File: config.mk
export PLATFORM = sky130hd
export DESIGN_NAME = dbs_jobq
export DESIGN_NICKNAME = d
export VERILOG_FILES = /design/src/design/dbscan_point_clustering_assert.svh /design/src/design/dbs_pkg.sv /design/src/design/dbs_jobq.sv
export SDC_FILE = /design/constraint.sdc
export NUM_CORES = 1
export LEC_CHECK = 0
export CORE_MARGIN = 3
export CORE_UTILIZATION = 52
export DETAILED_ROUTE_END_ITERATION = 7
export DONT_BUFFER_PORTS = 1
export GPL_TIMING_DRIVEN = 0
export PLACE_DENSITY = 0.75
export SYNTH_ARGS = -nofsm -noshare
export SYNTH_HDL_FRONTEND = slang
export SYNTH_SLANG_ARGS = --single-unit
File: constraint.sdc
create_clock -name i_clk -period 1.4 [get_ports i_clk]
set_input_delay 0.14 -clock i_clk [delete_from_list [all_inputs] [get_ports i_clk]]
set_output_delay 0.14 -clock i_clk [all_outputs]
set_load 0.03 [all_outputs]
File: src/design/dbscan_point_clustering_assert.svh
// ----------------------------------------------------------------------------
// DBSCAN clustering assertion macros
// Short forms for clocked, reset-qualified implication checks.
// ----------------------------------------------------------------------------
`ifndef DBSCAN_POINT_CLUSTERING_ASSERT_SVH
`define DBSCAN_POINT_CLUSTERING_ASSERT_SVH

// same-cycle implication
`define DBS_ASSERT_NOW(lbl, clk, rst_n, ante, cons, msg) \
    lbl: assert property (@(posedge clk) disable iff (!rst_n) (ante) |-> (cons)) \
        else $error(msg);

// next-cycle implication
`define DBS_ASSERT_NEXT(lbl, clk, rst_n, ante, cons, msg) \
    lbl: assert property (@(posedge clk) disable iff (!rst_n) (ante) |=> (cons)) \
        else $error(msg);

`endif

File: src/design/dbs_pkg.sv
// ----------------------------------------------------------------------------
// DBSCAN clustering package
// Shared widths, label codes, register indexes, job and state types.
// ----------------------------------------------------------------------------
package dbs_pkg;

    localparam int DEF_MAX_POINTS = 64;
    localparam int DEF_COORD_BITS = 16;

    localparam int CW    = 7;   // counts and labels
    localparam int EPS_W = 35;
    localparam int CFG_AW = 2;

    localparam logic [CW-1:0] LBL_UNCL  = 7'd127;
    localparam logic [CW-1:0] LBL_NOISE = 7'd0;
    localparam logic [CW-1:0] MINP_RST  = 7'd4;

    localparam logic [CFG_AW-1:0] CFG_EPS    = 2'd0;
    localparam logic [CFG_AW-1:0] CFG_MINPTS = 2'd1;

    typedef struct packed {
        logic [CW-1:0] n;
        logic          ovf;
    } t_job;

    typedef enum logic [3:0] {
        B_IDLE,
        B_SCAN,
        B_SCAN_CHK,
        B_PLOAD,
        B_PLAT,
        B_SWEEP,
        B_DECIDE,
        B_EXP,
        B_EXP_Q,
        B_EXP_L,
        B_EMIT_RD,
        B_EMIT_OUT
    } t_bstate;

endpackage

File: src/design/dbs_jobq.sv
// ----------------------------------------------------------------------------
// DBSCAN job queue
// Two-entry queue of clustering jobs between front and back end.
// ----------------------------------------------------------------------------
module dbs_jobq (
    input  logic          i_clk,
    input  logic          i_rst_n,
    input  logic          i_push,
    input  dbs_pkg::t_job i_job,
    input  logic          i_pop,
    output logic          o_valid,
    output dbs_pkg::t_job o_job
);

    dbs_pkg::t_job r_ent [2];
    logic          r_wp;
    logic          r_rp;
    logic [1:0]    r_fill;

    always_ff @(posedge i_clk) begin
        if (i_push) begin
            r_ent[r_wp] <= i_job;
        end
    end

    always_ff @(posedge i_clk) begin
        if (!i_rst_n) begin
            r_wp   <= 1'b0;
            r_rp   <= 1'b0;
            r_fill <= '0;
        end else begin
            if (i_push) begin
                r_wp <= ~r_wp;
            end
            if (i_pop && o_valid) begin
                r_rp <= ~r_rp;
            end
            r_fill <= r_fill + 2'(i_push) - 2'(i_pop && o_valid);
        end
    end

    assign o_valid = r_fill != 2'd0;
    assign o_job   = r_ent[r_rp];

endmodule

==> impl_metrics.json <==
{
  "status": "finished clean",
  "drive_gt1_frac": 0.317,
  "netlist.area_leader.share": 0.589,
  "synth.avg_cell_area_um2": 17.4,
  "layout.nets": 78,
  "core_area_um2": 1380,
  "tightest_slew_ns": 0.765,
  "syn_inst": 47,
  "fin_ws_ns": 0.00935,
  "holdPathEnd": "r_rp",
  "synth-edff-count": 16,
  "yosys_warnings": 0,
  "viasPerCell": 5.24,
  "synth_cell_type_count": 15,
  "synth-compound-area-share": 0.0184,
  "antenna_found_initial": 0,
  "async_reset_ff_frac": 0,
  "fin_crit_sh": 0.993,
  "slowest_delay_ns": 0.45,
  "die_area_um2": 2080,
  "placed_area_um2": 835,
  "drc": 0,
  "totalPowerFinal_mw": 1.62,
  "maxCapViolations": 0,
  "grt_overflow": 0,
  "timing.rr.end": "r_fill[1]",
  "gp_congestion": 0.591,
  "worst_path_max_delay_cell": "mux2_2",
  "p_per_area_nw_per_um2": 1660,
  "dr.pass1.iters": 2,
  "multi_input_area_um2": 223,
  "clock_latency_ns": 0.29,
  "syn_area_um2": 816,
  "rr_startpoint": "r_fill[0]",
  "hp-class": "in2reg",
  "grt_pass1_wl_um": 1950,
  "detail-route-antenna-nets": 0,
  "clkSinkCount": 21,
  "pre_cts_ws_ns": 0.00848,
  "initial_core_util": 0.590,
  "crit_arrival_ns": 1.25,
  "peakVddDrop_mv": 0.929,
  "port_buffers": 0,
  "power.leakage_nw": 0.368,
  "required_ns": 1.26,
  "num_io_pins": 21,
  "drtIter0Drc": 4,
  "cts_tree": "yes",
  "first_global_vias": 473,
  "path_cells": "buf_2, mux2_2",
  "synthTopCellsByCount": "16 x edfxtp_1, 8 x mux2_2, 5 x dfxtp_1",
  "reg2reg_depth": 6,
  "min_path_cells": 2,
  "path_clk_slew_ns": 0.10,
  "die_w_um": 45.6,
  "fillers": 95,
  "synth_xor_xnor_area_share": 0.0276,
  "core.rowCount": 13,
  "path_class": "reg2out",
  "min_from": "i_rst_n",
  "setup_viol": 0,
  "fin_util": 0.707,
  "synthSimpleGateAreaFrac": 0.0613,
  "timing.hold.ws_ns": 0.0278,
  "yosys.area.top_type": "edfxtp_1",
  "root_buffer": "clkbuf_4",
  "synth-seq-cells": 21,
  "dp_hpwl_um": 899,
  "ff_latch_area_um2": 583,
  "wl_um": 1260,
  "synth_top_cells_by_area": "edfxtp_1 59%, dfxtp_1 12%, mux2_2 11%, ha_1 3.1%, xnor3_1 2.8%",
  "die_y_um": 45.6,
  "synth_top_family_by_area": "multiplexers",
  "htreeDepth": 1,
  "final-hold-violation-count": 0,
  "startpoint_type": "flop",
  "rsz0062_at_grt": "true",
  "finClkSkew_ns": 0.00574,
  "area_delta_synth_final_pct": 19.8,
  "grtUsageTotal": 0.138,
  "cp-end-kind": "output pin",
  "synth_fa_ha_area_frac": 0.0307,
  "n_antenna_cell": 0,
  "muxShareOfSynthArea": 0.135,
  "worstPathMaxFanout": 8,
  "clock.fmax_mhz": 719,
  "ff2ff_setup_slack_ns": 0.02,
  "fin_area_um2": 977,
  "maxSlewViolCount": 0,
  "ys_seq_area_frac": 0.712,
  "cts.path.max_buffers": 2,
  "slew_headroom": 0.489,
  "grt_max_degree": 13,
  "syn_nets": 61,
  "vias": 409,
  "cts-buffers-inserted": 3,
  "period_minus_slack_ns": 1.39,
  "synth_most_common_cell": "edfxtp_1",
  "synth_flop_cell": "edfxtp_1",
  "wire_per_inst_um": 16.2
}
cells in the final DEF, fill, tap and decap left out:
| cell | instances |
|---|---|
| and2_1 | 2 |
| buf_2 | 1 |
| buf_4 | 3 |
| clkbuf_4 | 3 |
| clkinv_2 | 1 |
| dfxtp_1 | 3 |
| dfxtp_2 | 2 |
| dlygate4sd3_1 | 9 |
| edfxtp_1 | 16 |
| ha_1 | 2 |
| inv_1 | 2 |
| mux2_2 | 8 |
| mux2i_1 | 2 |
| nand2_1 | 1 |
| nand2b_1 | 1 |
| nor2b_1 | 2 |
| nor2b_2 | 1 |
| o21a_1 | 2 |
| or2_2 | 1 |
| xnor3_1 | 1 |
what timing repair did:
action,4_1_cts,5_1_grt
hold buffers,9,0
gates resized for setup,0,2
gates cloned,0,0
hold endpoints to repair,19,0
pin swaps,1,1
buffers inserted,1,2
setup endpoints to repair,9,10
report_power, final:
part	leakage [nW]	total (mW)	switching [mW]	internal, mW
Combinational	0.159	0.562	0.299	0.263
Clock	0.0177	0.276	0.170	0.106
Sequential	0.192	0.784	0.0324	0.751
final cells by class:
type	instances	share of cell area
clock buffers	3	0.0230
multi-input cells	23	0.228
plain buffers	1	0.00512
well taps	15	0.0192
repair buffers	12	0.115
clock inverters	1	0.00512
flip-flops and latches	21	0.597
inverters	2	0.00768
worst max path at each step:
stage	to	depth (start not counted)	from	slack [ns]
floorplan	r_fill[1]	6	r_fill[0]	0.06
global placement	r_fill[1]	6	r_fill[0]	0.05
detailed placement	r_fill[1]	6	r_fill[1]	0.008
CTS	o_job[1]	2	flop	-0.007
global route	o_job[6]	2	flop	-0.05
finish	o_job[6]	2	flop	0.009
state kept, by name (all words and copies together), names as in the netlist, named ones only:
register  flops
r_fill        2
r_wp          1
r_ent        16
r_rp          1
per-stage QoR:
step / TNS (ns) / instances
3_5_place_dp: 0 / 62
5_1_grt: -0.427 / 78
4_1_cts: -0.0372 / 76
3_3_place_gp: 0 / 62
6_report: 0 / 78
2_1_floorplan: 0 / 47
critical path: cells and delay by family (launching register included):
kind                   cells  cell delay, ns
buffers and inverters      1            0.20
DFF                        1            0.32
muxes                      1            0.45
logic make-up (layout without fill, tap and decap cells):
logic type                 after synthesis  in the layout
adders and majority gates                2              2
muxes                                   10             10
buffers and inverters                    3             19
DFF                                     21             21
xor gates and xnor gates                 1              1
and+or+nand+nor                          8              8
AOI/OAI and AO/OA                        2              2
per-layer routing:
metal,vias to the layer above,routed length (um),global-route usage
li1,202,-,-
met1,194,452,0.121
met2,13,739,0.281
met3,0,69,0.0395
met4,0,0,0.0526
met5,-,0,0
Power figures use the tool's default switching activity.
