===== src/design/dbscan_point_clustering_assert.svh =====
// ----------------------------------------------------------------------------
// DBSCAN clustering assertion macros
// Short forms for clocked, reset-qualified implication checks.
// ----------------------------------------------------------------------------
`ifndef DBSCAN_POINT_CLUSTERING_ASSERT_SVH
`define DBSCAN_POINT_CLUSTERING_ASSERT_SVH

// same-cycle implication
`define DBS_ASSERT_NOW(lbl, clk, rst_n, ante, cons, msg) \
    lbl: assert property (@(posedge clk) disable iff (!rst_n) (ante) |-> (cons)) \
        else $error(msg);

// next-cycle implication
`define DBS_ASSERT_NEXT(lbl, clk, rst_n, ante, cons, msg) \
    lbl: assert property (@(posedge clk) disable iff (!rst_n) (ante) |=> (cons)) \
        else $error(msg);

`endif


===== src/design/dbs_pkg.sv =====
// ----------------------------------------------------------------------------
// DBSCAN clustering package
// Shared widths, label codes, register indexes, job and state types.
// ----------------------------------------------------------------------------
package dbs_pkg;

    localparam int DEF_MAX_POINTS = 64;
    localparam int DEF_COORD_BITS = 16;

    localparam int CW    = 7;   // counts and labels
    localparam int EPS_W = 35;
    localparam int CFG_AW = 2;

    localparam logic [CW-1:0] LBL_UNCL  = 7'd127;
    localparam logic [CW-1:0] LBL_NOISE = 7'd0;
    localparam logic [CW-1:0] MINP_RST  = 7'd4;

    localparam logic [CFG_AW-1:0] CFG_EPS    = 2'd0;
    localparam logic [CFG_AW-1:0] CFG_MINPTS = 2'd1;

    typedef struct packed {
        logic [CW-1:0] n;
        logic          ovf;
    } t_job;

    typedef enum logic [3:0] {
        B_IDLE,
        B_SCAN,
        B_SCAN_CHK,
        B_PLOAD,
        B_PLAT,
        B_SWEEP,
        B_DECIDE,
        B_EXP,
        B_EXP_Q,
        B_EXP_L,
        B_EMIT_RD,
        B_EMIT_OUT
    } t_bstate;

endpackage


===== src/design/dbs_front.sv =====
// ----------------------------------------------------------------------------
// DBSCAN front end
// Stores incoming points and issues one clustering job per set.
// ----------------------------------------------------------------------------
module dbs_front #(
    parameter int MAX_POINTS = dbs_pkg::DEF_MAX_POINTS,
    parameter int COORD_BITS = dbs_pkg::DEF_COORD_BITS,
    localparam int IW = (MAX_POINTS > 1) ? $clog2(MAX_POINTS) : 1
) (
    input  logic                         i_clk,
    input  logic                         i_rst_n,
    input  logic                         i_acc,
    input  logic signed [COORD_BITS-1:0] i_coord_x,
    input  logic signed [COORD_BITS-1:0] i_coord_y,
    input  logic                         i_set_end,
    output logic                         o_push,
    output dbs_pkg::t_job                o_job,
    input  logic [IW-1:0]                i_rd_addr,
    output logic signed [COORD_BITS-1:0] o_rd_x,
    output logic signed [COORD_BITS-1:0] o_rd_y
);

    logic signed [COORD_BITS-1:0] x_mem [MAX_POINTS];
    logic signed [COORD_BITS-1:0] y_mem [MAX_POINTS];
    logic [dbs_pkg::CW-1:0] r_cnt;
    logic                   r_ovf;
    logic                   room;
    logic [dbs_pkg::CW-1:0] n_cnt;
    logic                   n_ovf;

    assign room  = r_cnt < dbs_pkg::CW'(MAX_POINTS);
    assign n_cnt = room ? r_cnt + 1'b1 : r_cnt;
    assign n_ovf = r_ovf | ~room;

    always_ff @(posedge i_clk) begin
        if (i_acc && room) begin
            x_mem[r_cnt[IW-1:0]] <= i_coord_x;
            y_mem[r_cnt[IW-1:0]] <= i_coord_y;
        end
        o_rd_x <= x_mem[i_rd_addr];
        o_rd_y <= y_mem[i_rd_addr];
    end

    always_ff @(posedge i_clk) begin
        if (!i_rst_n) begin
            r_cnt <= '0;
            r_ovf <= 1'b0;
        end else if (i_acc) begin
            // a set_end beat closes the set
            r_cnt <= i_set_end ? '0 : n_cnt;
            r_ovf <= i_set_end ? 1'b0 : n_ovf;
        end
    end

    assign o_push    = i_acc & i_set_end;
    assign o_job.n   = n_cnt;
    assign o_job.ovf = n_ovf;

endmodule


===== config.mk =====
export PLATFORM = sky130hd
export DESIGN_NAME = dbs_front
export DESIGN_NICKNAME = d
export VERILOG_FILES = /design/src/design/dbscan_point_clustering_assert.svh /design/src/design/dbs_pkg.sv /design/src/design/dbs_front.sv
export SDC_FILE = /design/constraint.sdc
export NUM_CORES = 2
export LEC_CHECK = 0
export BUFFER_PORTS_ARGS = -buffer_cell sky130_fd_sc_hd__buf_2
export CAP_MARGIN = 0
export CORE_MARGIN = 1
export CORE_UTILIZATION = 57
export CTS_CLUSTER_SIZE = 20
export DETAILED_ROUTE_END_ITERATION = 8
export PLACE_DENSITY = 0.73
export SYNTH_ARGS = -nofsm -noshare
export SYNTH_HDL_FRONTEND = slang
export SYNTH_SLANG_ARGS = --single-unit
export TNS_END_PERCENT = 1

===== constraint.sdc =====
create_clock -name i_clk -period 6.31 [get_ports i_clk]
set_input_delay 0.9465 -clock i_clk [delete_from_list [all_inputs] [get_ports i_clk]]
set_output_delay 0.9465 -clock i_clk [all_outputs]
set_load 0.05 [all_outputs]

==> results by group <==
Status
  • Status: completed

Place
  • GP Congestion: 0.838
  • Hpwl dp: 114,000 um
  • Place WS: 1.64 ns
  • Port Buffer Count: 82
  • Placed cell area: 82,300 um2

Logic synthesis
  • Synthesized net count: 3,503
  • YS warnings: 0
  • Synthesized area: 79,200 um2
  • Number of synthesized flops with an enable pin: 2,048
  • Synth cell types: 44
  • Synth Flop Type: edfxtp_1
  • Mapped Avg Cell Area: 22.9 um2
  • Leading post-synthesis cells by cell area: edfxtp_1 (78%), mux4_2 (14%), a22oi_1 (1.1%)
  • Commonest cells in the netlist: edfxtp_1 (2,048), mux4_2 (486), a22oi_1 (121)
  • Ys async rst share: 0
  • Mapped Cells: 3,460
  • Part of the Yosys area used for sequential elements: 0.787
  • Yosys top cell area share: 0.777
  • Most common cell in the netlist: edfxtp_1
  • Post-synth top area cell: edfxtp_1
  • Synth Register Bits: 2,088

Critical path
  • Worst Path Required: 5.36 ns
  • Startpoint Class: register
  • Critical Path Sink Type: output port
  • Reg2reg setup slack: 2.23 ns
  • CP Max Fanout: 13
  • R2R depth: 4
  • Arr. time, crit path: 3.20 ns
  • Crit path kind: register to output port

Worst hold path
  • Hold path cells: 2
  • Worst Hold Class: primary input to register

Floorplan
  • Core box area: 138,000 um2
  • Row Count: 136
  • Initial Util: 0.575
  • Die width: 375 um
  • Die footprint: 140,000 um2
  • Chip Height: 375 um
  • Top Ports: 83

Global route
  • Vias in the first global route: 39,300
  • GR Util All Layers: 0.291
  • Grt total ovfl: 0
  • Pin count of the biggest net entering global routing: 93
  • Global-route wire length before repair: 287,000 um
  • Initial antenna violation count: 13

Routing
  • Vias: 38,900
  • WL final: 202,000 um
  • Iter 0 DRT Violations: 5,512
  • DR DRC count: 0
  • Routed Antenna Nets: 0
  • Pre-antenna DRT Iters: 8
  • Routed vias/inst: 6.88
  • Avg WL per Cell: 35.7 um

Finish
  • Area Overhead vs Synth: 11.9%
  • Finished Core Util: 0.643
  • Layout net count: 3,716
  • Final cell area excluding filler cells: 88,600 um2
  • Ratio of cells with drive above 1 in the final layout: 0.291

Timing
  • Max Slew Vio Count: 0
  • Clock Skew: 0.0221 ns
  • TNS Setup: 0 ns
  • Final setup fails: 0
  • RSZ-0062 raised after global routing: no
  • Final Hold Vio Count: 0
  • Peak Freq: 241 MHz
  • Tcrit/Tclk final: 0.658
  • Final min period: 4.15 ns
  • Max_slew headroom: 0.0688
  • Slack of the critical path: 2.16 ns
  • Worst slew pin tran: 1.40 ns

Clock tree
  • Post-CTS Resized: 0
  • Maximum clock path buffer count: 3
  • CTS H-Tree Depth: 4
  • Worst-path clk slew: 0.06 ns
  • Clk Latency, worst-skew pair: 0.84 ns
  • Root buffer cell: clkbuf_16
  • CTS buffer count: 198
  • Post-CTS Setup Inserts: 0
  • CTS tree: done
  • CTS Hold Bufs: 0
  • Sink Count: 2,088

Job
  • MaxCap Viol Count: 0

Pwr
  • Power density over the cells: 318 nW/um2
  • Max VDD drop: 256 uV
  • Leak Pwr: 27.5 nW
worst paths after layout:
| kind | startpoint | end |
|---|---|---|
| max | r_cnt[3] | o_job[7] |
| min | i_rst_n | r_cnt[4] |
| max reg2reg | r_cnt[6] | x_mem[54][4] |
| min reg2reg | r_ovf | r_ovf |
per-stage QoR:
| step | instances | power (mW) | hold WS (ns) |
|---|---|---|---|
| final | 5647 | 28.2 | 0.454 |
| after global routing | 5643 | 28.9 | 0.424 |
| after CTS | 5640 | 28.3 | 0.387 |
| after detailed placement | 5267 | 17.0 | 0.469 |
| after global placement | 5267 | 17.0 | 0.446 |
| after floorplan | 3460 | 16.4 | 0.429 |
registers in the layout, summed over array words and instances, names as in the netlist:
| register | flops |
|---|---|
| o_rd_y | 16 |
| r_ovf | 1 |
| x_mem | 1024 |
| r_cnt | 7 |
| y_mem | 1024 |
| o_rd_x | 16 |
final cells by class:
cell class	instances	area (um2)
Clock inverter	112	953
Timing Repair Buffer	206	1560
Fill cell	8812	49100
Inverter	3	11.3
Clock buffer	261	5250
Multi-Input combinational cell	1176	16200
Sequential cell	2088	62300
Antenna cell	7	17.5
Tap cell	1794	2240
where the power goes:
part | internal (mW) | switching [mW] | total [mW]
Clock | 6.38 | 5.10 | 11.5
Sequential | 15.3 | 0.0444 | 15.3
Combinational | 0.460 | 0.942 | 1.40
Total | 22.1 | 6.08 | 28.2
routing by layer:
layer	track usage	vias to the layer above	wire length, um
li1	-	15300	-
met1	0.412	20600	76100
met2	0.450	2642	96200
met3	0.0682	358	22400
met4	0.105	14	6870
met5	0	-	97
critical path, stage by stage, from the launching register on:
cell and delay [ns]:
dfxtp_1 0.65, nand3_1 0.87, o21ai_0 0.52, buf_2 0.33
cells in the final DEF (no fill, tap or decap), types with 14 or more instances in the layout:
| master | synthesis | final |
|---|---|---|
| a211oi_1 | 20 | 20 |
| buf_12 | 0 | 15 |
| mux4_2 | 486 | 486 |
| a21oi_1 | 16 | 16 |
| a22oi_1 | 121 | 121 |
| mux2i_1 | 23 | 23 |
| nor3_1 | 20 | 20 |
| dfxtp_1 | 40 | 40 |
| buf_2 | 66 | 79 |
| clkbuf_1 | 53 | 58 |
| a221oi_1 | 26 | 26 |
| nor2_1 | 81 | 14 |
| clkbuf_16 | 0 | 199 |
| nor2b_1 | 30 | 24 |
| o221ai_1 | 18 | 18 |
| nor2_4 | 0 | 65 |
| clkinv_2 | 0 | 33 |
| mux2_2 | 77 | 77 |
| nand2_1 | 39 | 39 |
| nand3_1 | 42 | 42 |
| and3_1 | 25 | 25 |
| o22ai_1 | 56 | 56 |
| edfxtp_1 | 2048 | 2048 |
| o21ai_0 | 20 | 20 |
| clkinv_1 | 0 | 47 |
| buf_4 | 36 | 109 |
cell families after synthesis:
group | synth area share
DFF | 0.787
and+or+nand+nor | 0.0168
AOI/OAI and AO/OA | 0.0282
buffers and inverters | 0.0147
adders and majority gates | 0.000158
muxes | 0.153
xor gates and xnor gates | 0.000553
(Power assumes the default switching activity.)
