$ cat config.mk
export PLATFORM = sky130hd
export DESIGN_NAME = dbs_back
export DESIGN_NICKNAME = d
export VERILOG_FILES = /design/src/design/dbscan_point_clustering_assert.svh /design/src/design/dbs_pkg.sv /design/src/design/dbs_back.sv
export SDC_FILE = /design/constraint.sdc
export NUM_CORES = 2
export LEC_CHECK = 0
export BUFFER_PORTS_ARGS = -buffer_cell sky130_fd_sc_hd__buf_2
export CORE_MARGIN = 2
export CORE_UTILIZATION = 55
export CTS_BUF_LIST = sky130_fd_sc_hd__clkbuf_4 sky130_fd_sc_hd__clkbuf_8 sky130_fd_sc_hd__clkbuf_16
export CTS_CLUSTER_DIAMETER = 80
export CTS_CLUSTER_SIZE = 20
export DETAILED_ROUTE_END_ITERATION = 6
export GPL_TIMING_DRIVEN = 0
export PLACE_DENSITY = 0.82
export SETUP_SLACK_MARGIN = 0.4
export SYNTH_ARGS = -nofsm -noshare
export SYNTH_HDL_FRONTEND = slang
export SYNTH_SLANG_ARGS = --single-unit
$ cat constraint.sdc
create_clock -name i_clk -period 7.7 [get_ports i_clk]
set_input_delay 0.77 -clock i_clk [delete_from_list [all_inputs] [get_ports i_clk]]
set_output_delay 0.77 -clock i_clk [all_outputs]
set_load 0.005 [all_outputs]
$ cat src/design/dbscan_point_clustering_assert.svh
// ----------------------------------------------------------------------------
// DBSCAN clustering assertion macros
// Short forms for clocked, reset-qualified implication checks.
// ----------------------------------------------------------------------------
`ifndef DBSCAN_POINT_CLUSTERING_ASSERT_SVH
`define DBSCAN_POINT_CLUSTERING_ASSERT_SVH

// same-cycle implication
`define DBS_ASSERT_NOW(lbl, clk, rst_n, ante, cons, msg) \
    lbl: assert property (@(posedge clk) disable iff (!rst_n) (ante) |-> (cons)) \
        else $error(msg);

// next-cycle implication
`define DBS_ASSERT_NEXT(lbl, clk, rst_n, ante, cons, msg) \
    lbl: assert property (@(posedge clk) disable iff (!rst_n) (ante) |=> (cons)) \
        else $error(msg);

`endif

$ cat src/design/dbs_pkg.sv
// ----------------------------------------------------------------------------
// DBSCAN clustering package
// Shared widths, label codes, register indexes, job and state types.
// ----------------------------------------------------------------------------
package dbs_pkg;

    localparam int DEF_MAX_POINTS = 64;
    localparam int DEF_COORD_BITS = 16;

    localparam int CW    = 7;   // counts and labels
    localparam int EPS_W = 35;
    localparam int CFG_AW = 2;

    localparam logic [CW-1:0] LBL_UNCL  = 7'd127;
    localparam logic [CW-1:0] LBL_NOISE = 7'd0;
    localparam logic [CW-1:0] MINP_RST  = 7'd4;

    localparam logic [CFG_AW-1:0] CFG_EPS    = 2'd0;
    localparam logic [CFG_AW-1:0] CFG_MINPTS = 2'd1;

    typedef struct packed {
        logic [CW-1:0] n;
        logic          ovf;
    } t_job;

    typedef enum logic [3:0] {
        B_IDLE,
        B_SCAN,
        B_SCAN_CHK,
        B_PLOAD,
        B_PLAT,
        B_SWEEP,
        B_DECIDE,
        B_EXP,
        B_EXP_Q,
        B_EXP_L,
        B_EMIT_RD,
        B_EMIT_OUT
    } t_bstate;

endpackage

$ cat src/design/dbs_back.sv
// ----------------------------------------------------------------------------
// DBSCAN back end
// Neighbour sweeps, breadth-first cluster growth and label output.
// ----------------------------------------------------------------------------
module dbs_back #(
    parameter int MAX_POINTS = dbs_pkg::DEF_MAX_POINTS,
    parameter int COORD_BITS = dbs_pkg::DEF_COORD_BITS,
    localparam int IW = (MAX_POINTS > 1) ? $clog2(MAX_POINTS) : 1
) (
    input  logic                               i_clk,
    input  logic                               i_rst_n,
    input  logic                               i_cfg_we,
    input  logic [dbs_pkg::CFG_AW-1:0]         i_cfg_addr,
    input  logic [dbs_pkg::EPS_W-1:0]          i_cfg_data,
    input  logic                               i_job_valid,
    input  dbs_pkg::t_job                      i_job,
    output logic                               o_job_pop,
    output logic                               o_active,
    output logic [IW-1:0]                      o_rd_addr,
    input  logic signed [COORD_BITS-1:0]       i_rd_x,
    input  logic signed [COORD_BITS-1:0]       i_rd_y,
    output logic                               o_strobe,
    output logic [5:0]                         o_load_idx,
    output logic [dbs_pkg::CW-1:0]             o_cluster_label,
    output logic [dbs_pkg::CW-1:0]             o_cluster_count,
    output logic                               o_overflow,
    output logic                               o_last_label
);

    localparam int CW   = dbs_pkg::CW;
    localparam int DXW  = COORD_BITS + 1;
    localparam int SQW  = 2 * DXW;
    localparam int DW   = SQW + 1;
    localparam int CMPW = (DW > dbs_pkg::EPS_W) ? DW : dbs_pkg::EPS_W;

    dbs_pkg::t_bstate r_state, n_state;

    logic [dbs_pkg::EPS_W-1:0] r_eps;
    logic [CW-1:0]             r_minp;

    logic [CW-1:0] r_n, r_i, r_js, r_cnt, r_head, r_tail, r_cid, r_cc, r_e;
    logic          r_ovf, r_enq, r_seed;
    logic [IW-1:0] r_p;
    logic signed [COORD_BITS-1:0] r_px, r_py;

    logic          r_v0, r_v1, r_v2, r_v3;
    logic [IW-1:0] r_j0, r_j1, r_j2, r_j3;
    logic signed [DXW-1:0] r_dx, r_dy;
    logic [SQW-1:0] r_sqx, r_sqy;
    logic           r_hit;
    logic [DW-1:0]  sum;

    logic [CW-1:0] lbl_mem [MAX_POINTS];
    logic [IW-1:0] q_mem [MAX_POINTS];
    logic [MAX_POINTS-1:0] r_lvalid, r_qmark;
    logic [CW-1:0] r_lq;
    logic          r_lv;
    logic [IW-1:0] r_qq;

    logic [IW-1:0] lbl_raddr;
    logic          lbl_we;
    logic [CW-1:0] lbl_wdata;
    logic [CW-1:0] lbl_cur;
    logic          issue;
    logic          sweep_done;
    logic          core;

    assign lbl_cur    = r_lv ? r_lq : dbs_pkg::LBL_UNCL;
    assign issue      = (r_state == dbs_pkg::B_SWEEP) && (r_js < r_n);
    assign sweep_done = (r_js == r_n) && !r_v0 && !r_v1 && !r_v2 && !r_v3;
    assign core       = r_cnt >= r_minp;
    assign sum        = DW'(r_sqx) + DW'(r_sqy);

    always_comb begin
        n_state   = r_state;
        lbl_raddr = r_p;
        lbl_we    = 1'b0;
        lbl_wdata = r_cid;
        o_rd_addr = r_p;
        o_job_pop = 1'b0;
        case (r_state)
            dbs_pkg::B_IDLE: begin
                if (i_job_valid) begin
                    o_job_pop = 1'b1;
                    n_state   = dbs_pkg::B_SCAN;
                end
            end
            dbs_pkg::B_SCAN: begin
                lbl_raddr = r_i[IW-1:0];
                n_state   = (r_i == r_n) ? dbs_pkg::B_EMIT_RD : dbs_pkg::B_SCAN_CHK;
            end
            dbs_pkg::B_SCAN_CHK: begin
                n_state = (lbl_cur != dbs_pkg::LBL_UNCL) ? dbs_pkg::B_SCAN : dbs_pkg::B_PLOAD;
            end
            dbs_pkg::B_PLOAD: begin
                n_state = dbs_pkg::B_PLAT;
            end
            dbs_pkg::B_PLAT: begin
                n_state = dbs_pkg::B_SWEEP;
            end
            dbs_pkg::B_SWEEP: begin
                o_rd_addr = r_js[IW-1:0];
                if (sweep_done) begin
                    n_state = dbs_pkg::B_DECIDE;
                end
            end
            dbs_pkg::B_DECIDE: begin
                if (r_enq) begin
                    n_state = dbs_pkg::B_EXP;
                end else if (r_seed) begin
                    lbl_we    = 1'b1;
                    lbl_wdata = core ? r_cc + 1'b1 : dbs_pkg::LBL_NOISE;
                    n_state   = core ? dbs_pkg::B_SWEEP : dbs_pkg::B_SCAN;
                end else begin
                    n_state = core ? dbs_pkg::B_SWEEP : dbs_pkg::B_EXP;
                end
            end
            dbs_pkg::B_EXP: begin
                n_state = (r_head == r_tail) ? dbs_pkg::B_SCAN : dbs_pkg::B_EXP_Q;
            end
            dbs_pkg::B_EXP_Q: begin
                lbl_raddr = r_qq;
                n_state   = dbs_pkg::B_EXP_L;
            end
            dbs_pkg::B_EXP_L: begin
                if (lbl_cur == dbs_pkg::LBL_NOISE) begin
                    lbl_we  = 1'b1;
                    n_state = dbs_pkg::B_EXP;
                end else if (lbl_cur == dbs_pkg::LBL_UNCL) begin
                    lbl_we  = 1'b1;
                    n_state = dbs_pkg::B_PLOAD;
                end else begin
                    n_state = dbs_pkg::B_EXP;
                end
            end
            dbs_pkg::B_EMIT_RD: begin
                lbl_raddr = r_e[IW-1:0];
                n_state   = dbs_pkg::B_EMIT_OUT;
            end
            dbs_pkg::B_EMIT_OUT: begin
                n_state = (r_e + 1'b1 == r_n) ? dbs_pkg::B_IDLE : dbs_pkg::B_EMIT_RD;
            end
            default: begin
                n_state = dbs_pkg::B_IDLE;
            end
        endcase
    end

    always_ff @(posedge i_clk) begin
        if (!i_rst_n) begin
            r_state <= dbs_pkg::B_IDLE;
        end else begin
            r_state <= n_state;
        end
    end

    // memories and pipeline payload
    always_ff @(posedge i_clk) begin
        if (lbl_we) begin
            lbl_mem[r_p] <= lbl_wdata;
        end
        r_lq <= lbl_mem[lbl_raddr];
        r_lv <= r_lvalid[lbl_raddr];
        r_qq <= q_mem[r_head[IW-1:0]];
        if (r_v3 && r_enq && r_hit && !r_qmark[r_j3] && r_tail < CW'(MAX_POINTS)) begin
            q_mem[r_tail[IW-1:0]] <= r_j3;
        end
        r_j0  <= r_js[IW-1:0];
        r_j1  <= r_j0;
        r_j2  <= r_j1;
        r_j3  <= r_j2;
        r_dx  <= DXW'(r_px) - DXW'(i_rd_x);
        r_dy  <= DXW'(r_py) - DXW'(i_rd_y);
        r_sqx <= $unsigned(SQW'(r_dx) * SQW'(r_dx));
        r_sqy <= $unsigned(SQW'(r_dy) * SQW'(r_dy));
        r_hit <= (CMPW'(sum) < CMPW'(r_eps)) && (r_j2 != r_p);
        if (r_state == dbs_pkg::B_PLAT) begin
            r_px <= i_rd_x;
            r_py <= i_rd_y;
        end
    end

    always_ff @(posedge i_clk) begin
        if (!i_rst_n) begin
            r_eps    <= '0;
            r_minp   <= dbs_pkg::MINP_RST;
            r_v0     <= 1'b0;
            r_v1     <= 1'b0;
            r_v2     <= 1'b0;
            r_v3     <= 1'b0;
            r_n      <= '0;
            r_ovf    <= 1'b0;
            r_i      <= '0;
            r_p      <= '0;
            r_js     <= '0;
            r_cnt    <= '0;
            r_head   <= '0;
            r_tail   <= '0;
            r_cid    <= '0;
            r_cc     <= '0;
            r_e      <= '0;
            r_enq    <= 1'b0;
            r_seed   <= 1'b0;
            r_lvalid <= '0;
            r_qmark  <= '0;
            o_strobe <= 1'b0;
        end else begin
            if (i_cfg_we && i_cfg_addr == dbs_pkg::CFG_EPS) begin
                r_eps <= i_cfg_data;
            end
            if (i_cfg_we && i_cfg_addr == dbs_pkg::CFG_MINPTS) begin
                r_minp <= i_cfg_data[CW-1:0];
            end
            r_v0 <= issue;
            r_v1 <= r_v0;
            r_v2 <= r_v1;
            r_v3 <= r_v2;
            if (issue) begin
                r_js <= r_js + 1'b1;
            end
            if (lbl_we) begin
                r_lvalid[r_p] <= 1'b1;
            end
            // last pipeline stage acts on a neighbour hit
            if (r_v3 && r_hit) begin
                if (!r_enq) begin
                    r_cnt <= r_cnt + 1'b1;
                end else if (!r_qmark[r_j3] && r_tail < CW'(MAX_POINTS)) begin
                    r_qmark[r_j3] <= 1'b1;
                    r_tail        <= r_tail + 1'b1;
                end
            end
            o_strobe <= r_state == dbs_pkg::B_EMIT_OUT;
            case (r_state)
                dbs_pkg::B_IDLE: begin
                    if (i_job_valid) begin
                        r_n      <= i_job.n;
                        r_ovf    <= i_job.ovf;
                        r_i      <= '0;
                        r_cc     <= '0;
                        r_e      <= '0;
                        r_lvalid <= '0;
                        r_qmark  <= '0;
                    end
                end
                dbs_pkg::B_SCAN_CHK: begin
                    if (lbl_cur != dbs_pkg::LBL_UNCL) begin
                        r_i <= r_i + 1'b1;
                    end else begin
                        r_p    <= r_i[IW-1:0];
                        r_seed <= 1'b1;
                        r_enq  <= 1'b0;
                    end
                end
                dbs_pkg::B_PLAT: begin
                    r_js  <= '0;
                    r_cnt <= '0;
                end
                dbs_pkg::B_DECIDE: begin
                    if (!r_enq && core) begin
                        r_enq <= 1'b1;
                        r_js  <= '0;
                        if (r_seed) begin
                            r_cc   <= r_cc + 1'b1;
                            r_cid  <= r_cc + 1'b1;
                            r_head <= '0;
                            r_tail <= '0;
                        end
                    end else if (!r_enq && r_seed) begin
                        r_i <= r_i + 1'b1;
                    end
                end
                dbs_pkg::B_EXP: begin
                    if (r_head == r_tail) begin
                        r_i <= r_i + 1'b1;
                    end else begin
                        r_head <= r_head + 1'b1;
                    end
                end
                dbs_pkg::B_EXP_Q: begin
                    r_p <= r_qq;
                end
                dbs_pkg::B_EXP_L: begin
                    if (lbl_cur == dbs_pkg::LBL_UNCL) begin
                        r_seed <= 1'b0;
                        r_enq  <= 1'b0;
                    end
                end
                dbs_pkg::B_EMIT_OUT: begin
                    r_e <= r_e + 1'b1;
                end
                default: begin
                end
            endcase
        end
    end

    // result payload
    always_ff @(posedge i_clk) begin
        if (r_state == dbs_pkg::B_EMIT_OUT) begin
            o_load_idx      <= 6'(r_e);
            o_cluster_label <= lbl_cur;
            o_cluster_count <= r_cc;
            o_overflow      <= r_ovf;
            o_last_label    <= (r_e + 1'b1 == r_n);
        end
    end

    assign o_active = r_state != dbs_pkg::B_IDLE;

endmodule

==> results_dict.tcl <==
set metrics [dict create \
    outcome "finished clean" \
    setup_slack_ns 0.633 \
    synth_area_sq_um 71500 \
    synthTopCellsByArea "edfxtp_1 (37%), fa_1 (15%), dfxtp_1 (11%), ha_1 (5.2%), mux4_2 (4.1%)" \
    setup_viol 0 \
    regArea_sq_um 34400 \
    cts_buffer_depth 3 \
    grt_max_degree 53 \
    r2r_setup_slack_ns 0.63 \
    finalHoldViolCount 0 \
    relSlewSlack_pct 24.7 \
    area_delta_synth_final_pct 8.10 \
    min_path_cells 1 \
    cp_max_fo 10 \
    final.period_utilization_pct 91.8 \
    dp_slack_ns 0.0711 \
    max_freq_ghz 0.141 \
    synth_edf_count 886 \
    drtIter0Drc 5149 \
    grt_antenna_before_repair 6 \
    yosys_warnings 0 \
    yosysSeqAreaShare_pct 48.1 \
    drc 0 \
    core_sq_um 129000 \
    cts_sinks 1276 \
    cts_tree "built" \
    drive_gt1_share_pct 9.16 \
    endpoint_kind "flop" \
    via_count 46400 \
    syn_avg_cell_area_sq_um 12.1 \
    ant_nets 0 \
    gr-usage-all-layers_pct 27.1 \
    cts_buffers 77 \
    yosysTopAreaCellShare_pct 37.2 \
    tightest_slew_ns 1.13 \
    wirelength_um 178000 \
    nNetsFinal 7007 \
    clockRootBuffer "clkbuf_16" \
    critPathLaunchType "flop" \
    worstPathArrival_ns 7.68 \
    multiInputGateArea_sq_um 33200 \
    grt_pass1_vias 47500 \
    maxSlewViolCount 0 \
    wl_per_cell_um 22.5 \
    reg2reg_depth 22 \
    busiest_layer "met2" \
    async_flop_share_pct 0 \
    hold_path_end "r_py[2]" \
    grt_use_met1_pct 36.3 \
    min_period_ns 7.07 \
    min_from "i_rd_y[2]" \
    dr.pass1.iters 6 \
    rows 132 \
    grt_setup_unrepaired "true" \
    synth_top_area_cell "edfxtp_1" \
    vias_per_cell 5.88 \
    ios 112 \
    crit_required_ns 8.31 \
    place.gp.congestion 0.946 \
    die_y_um 364 \
    ys_top_cells_by_count "edfxtp_1 (886), inv_1 (750), fa_1 (536), nor2_1 (502), dfxtp_1 (390)" \
    clkTransAtPathRegs_ns 0.08 \
    detailed_place_hpwl_um 133000 \
    ys_ff_latch 1276 \
    grt_pass1_wl_um 273000 \
    die-width_um 364 \
    reg2reg_to "r_sqy[32]" \
    hold_buffers 0 \
    r2r-start "r_dy[16]" \
    nFillCells 9819 \
    cts_max_level 3 \
    io_buffer_count 110 \
    syn-instance-count 5886 \
    n_antenna_cell 0 \
    synth_nets 6800 \
    crit_type "reg2reg" \
    synth.most_common_cell "edfxtp_1" \
    worstHoldPathType "in2reg" \
    design.die.area_sq_um 133000 \
    drv_cap 0 \
    clock_skew_ns 0.0789 \
    use_met3_pct 4.53 \
    overflow 0 \
    synthFlopType "edfxtp_1" \
    yosysUniqueCellTypes 86 \
    use_met2_pct 44.2 \
    start_util_pct 55.3 \
    worstSkewPairLatency_ns 0.76 \
]
==> critical path: stages, from the launching register on <==
cell and delay, ns:
dfxtp_1 0.51, clkbuf_2 0.30, clkbuf_4 0.28, nand2_1 0.17, fa_1 0.58, inv_1 0.07, fa_2 0.70, fa_1 0.50
fa_1 0.52, fa_1 0.50, inv_1 0.05, fa_1 0.47, inv_1 0.04, ha_1 0.34, a21o_1 0.18, a21oi_1 0.26
and3_1 0.20, nand3_1 0.10, a41oi_1 0.35, nor2b_1 0.09, o21a_1 0.19, o41a_1 0.33, xor2_1 0.25
==> cell type report <==
type | instances | share of cell area [%]
flip-flops and latches | 1276 | 44.6
multi-input cells | 3605 | 43.0
inverters | 753 | 3.66
clock buffers | 125 | 2.98
well taps | 1742 | 2.82
plain buffers | 252 | 1.44
repair buffers | 128 | 1.15
clock inverters | 15 | 0.379
==> what timing repair did <==
| action | CTS | global route |
|---|---|---|
| pin swaps | 0 | 0 |
| endpoints found under the setup margin | 7 | 8 |
| setup buffers | 0 | 0 |
| gates resized for setup | 12 | 53 |
| gates cloned | 0 | 0 |
==> metal layers <==
layer	vias to the layer above	share of wire (%)
li1	20500	-
met4	8	4.5
met5	-	0.026
met2	2291	47
met3	487	9.2
met1	23100	39
==> worst max-delay path by stage <==
stage	start	end	slack, ns
floorplan	r_dy[16]	r_sqy[32]	1.29
global placement	r_state[1]	lbl_mem[37][2]	-1.75
detailed placement	r_dy[16]	r_sqy[32]	0.07
CTS	r_dy[4]	r_sqy[32]	0.40
global route	r_dx[1]	r_sqx[33]	0.34
finish	r_dy[16]	r_sqy[32]	0.63
==> flip-flops by register name, summed over array words and instances (netlist names), 16 cells and up <==
| signal | cells |
|---|---|
| lbl_mem | 448 |
| q_mem | 384 |
| r_py | 16 |
| r_dy | 17 |
| r_sqy | 33 |
| r_dx | 17 |
| r_qmark | 64 |
| r_lvalid | 64 |
| r_eps | 35 |
| r_px | 16 |
| r_sqx | 33 |
==> cells by family (layout without fill, tap and decap cells) <==
kind of cell | count (synthesis) | count (layout) | share of synthesized area, %
compound gates | 840 | 840 | 7.58
xor+xnor | 206 | 206 | 2.52
fa+ha+maj | 833 | 833 | 20.2
buf+inv | 1005 | 1273 | 5.45
flops | 1276 | 1276 | 48.1
mux | 300 | 300 | 6.50
simple gates | 1426 | 1426 | 9.58
==> metrics by stage <==
step | std cells | util (%) | cell area, sq um | TNS, ns | hold slack, ns
after floorplan | 5886 | - | 71500 | 0 | 0.310
after global placement | 7738 | 57.4 | 74200 | -111.60 | 0.310
after detailed placement | 7756 | 57.7 | 74600 | 0 | 0.312
after CTS | 7896 | 59.7 | 77200 | 0 | 0.204
after global routing | 7896 | 59.7 | 77300 | 0 | 0.222
final | 7896 | 59.7 | 77300 | 0 | 0.247
==> cells in the final DEF, fill, tap and decap left out, types with 46 or more instances in the layout <==
| cell | Yosys | final |
|---|---|---|
| a211oi_1 | 225 | 225 |
| a21oi_1 | 329 | 328 |
| and2_1 | 125 | 125 |
| buf_2 | 39 | 150 |
| clkbuf_1 | 167 | 140 |
| clkbuf_16 | 0 | 77 |
| clkbuf_4 | 0 | 50 |
| dfxtp_1 | 390 | 377 |
| edfxtp_1 | 886 | 886 |
| fa_1 | 536 | 534 |
| ha_1 | 297 | 297 |
| inv_1 | 750 | 750 |
| mux2i_1 | 156 | 156 |
| mux4_2 | 130 | 130 |
| nand2_1 | 355 | 351 |
| nand2b_1 | 46 | 46 |
| nor2_1 | 502 | 502 |
| nor2b_1 | 175 | 175 |
| o21ai_0 | 79 | 79 |
| xnor2_1 | 140 | 140 |
| xor2_1 | 66 | 66 |
Power is left out: the tool's default activity adds up to more than one toggle a clock period on the data nets, which glitch-free logic cannot reach.
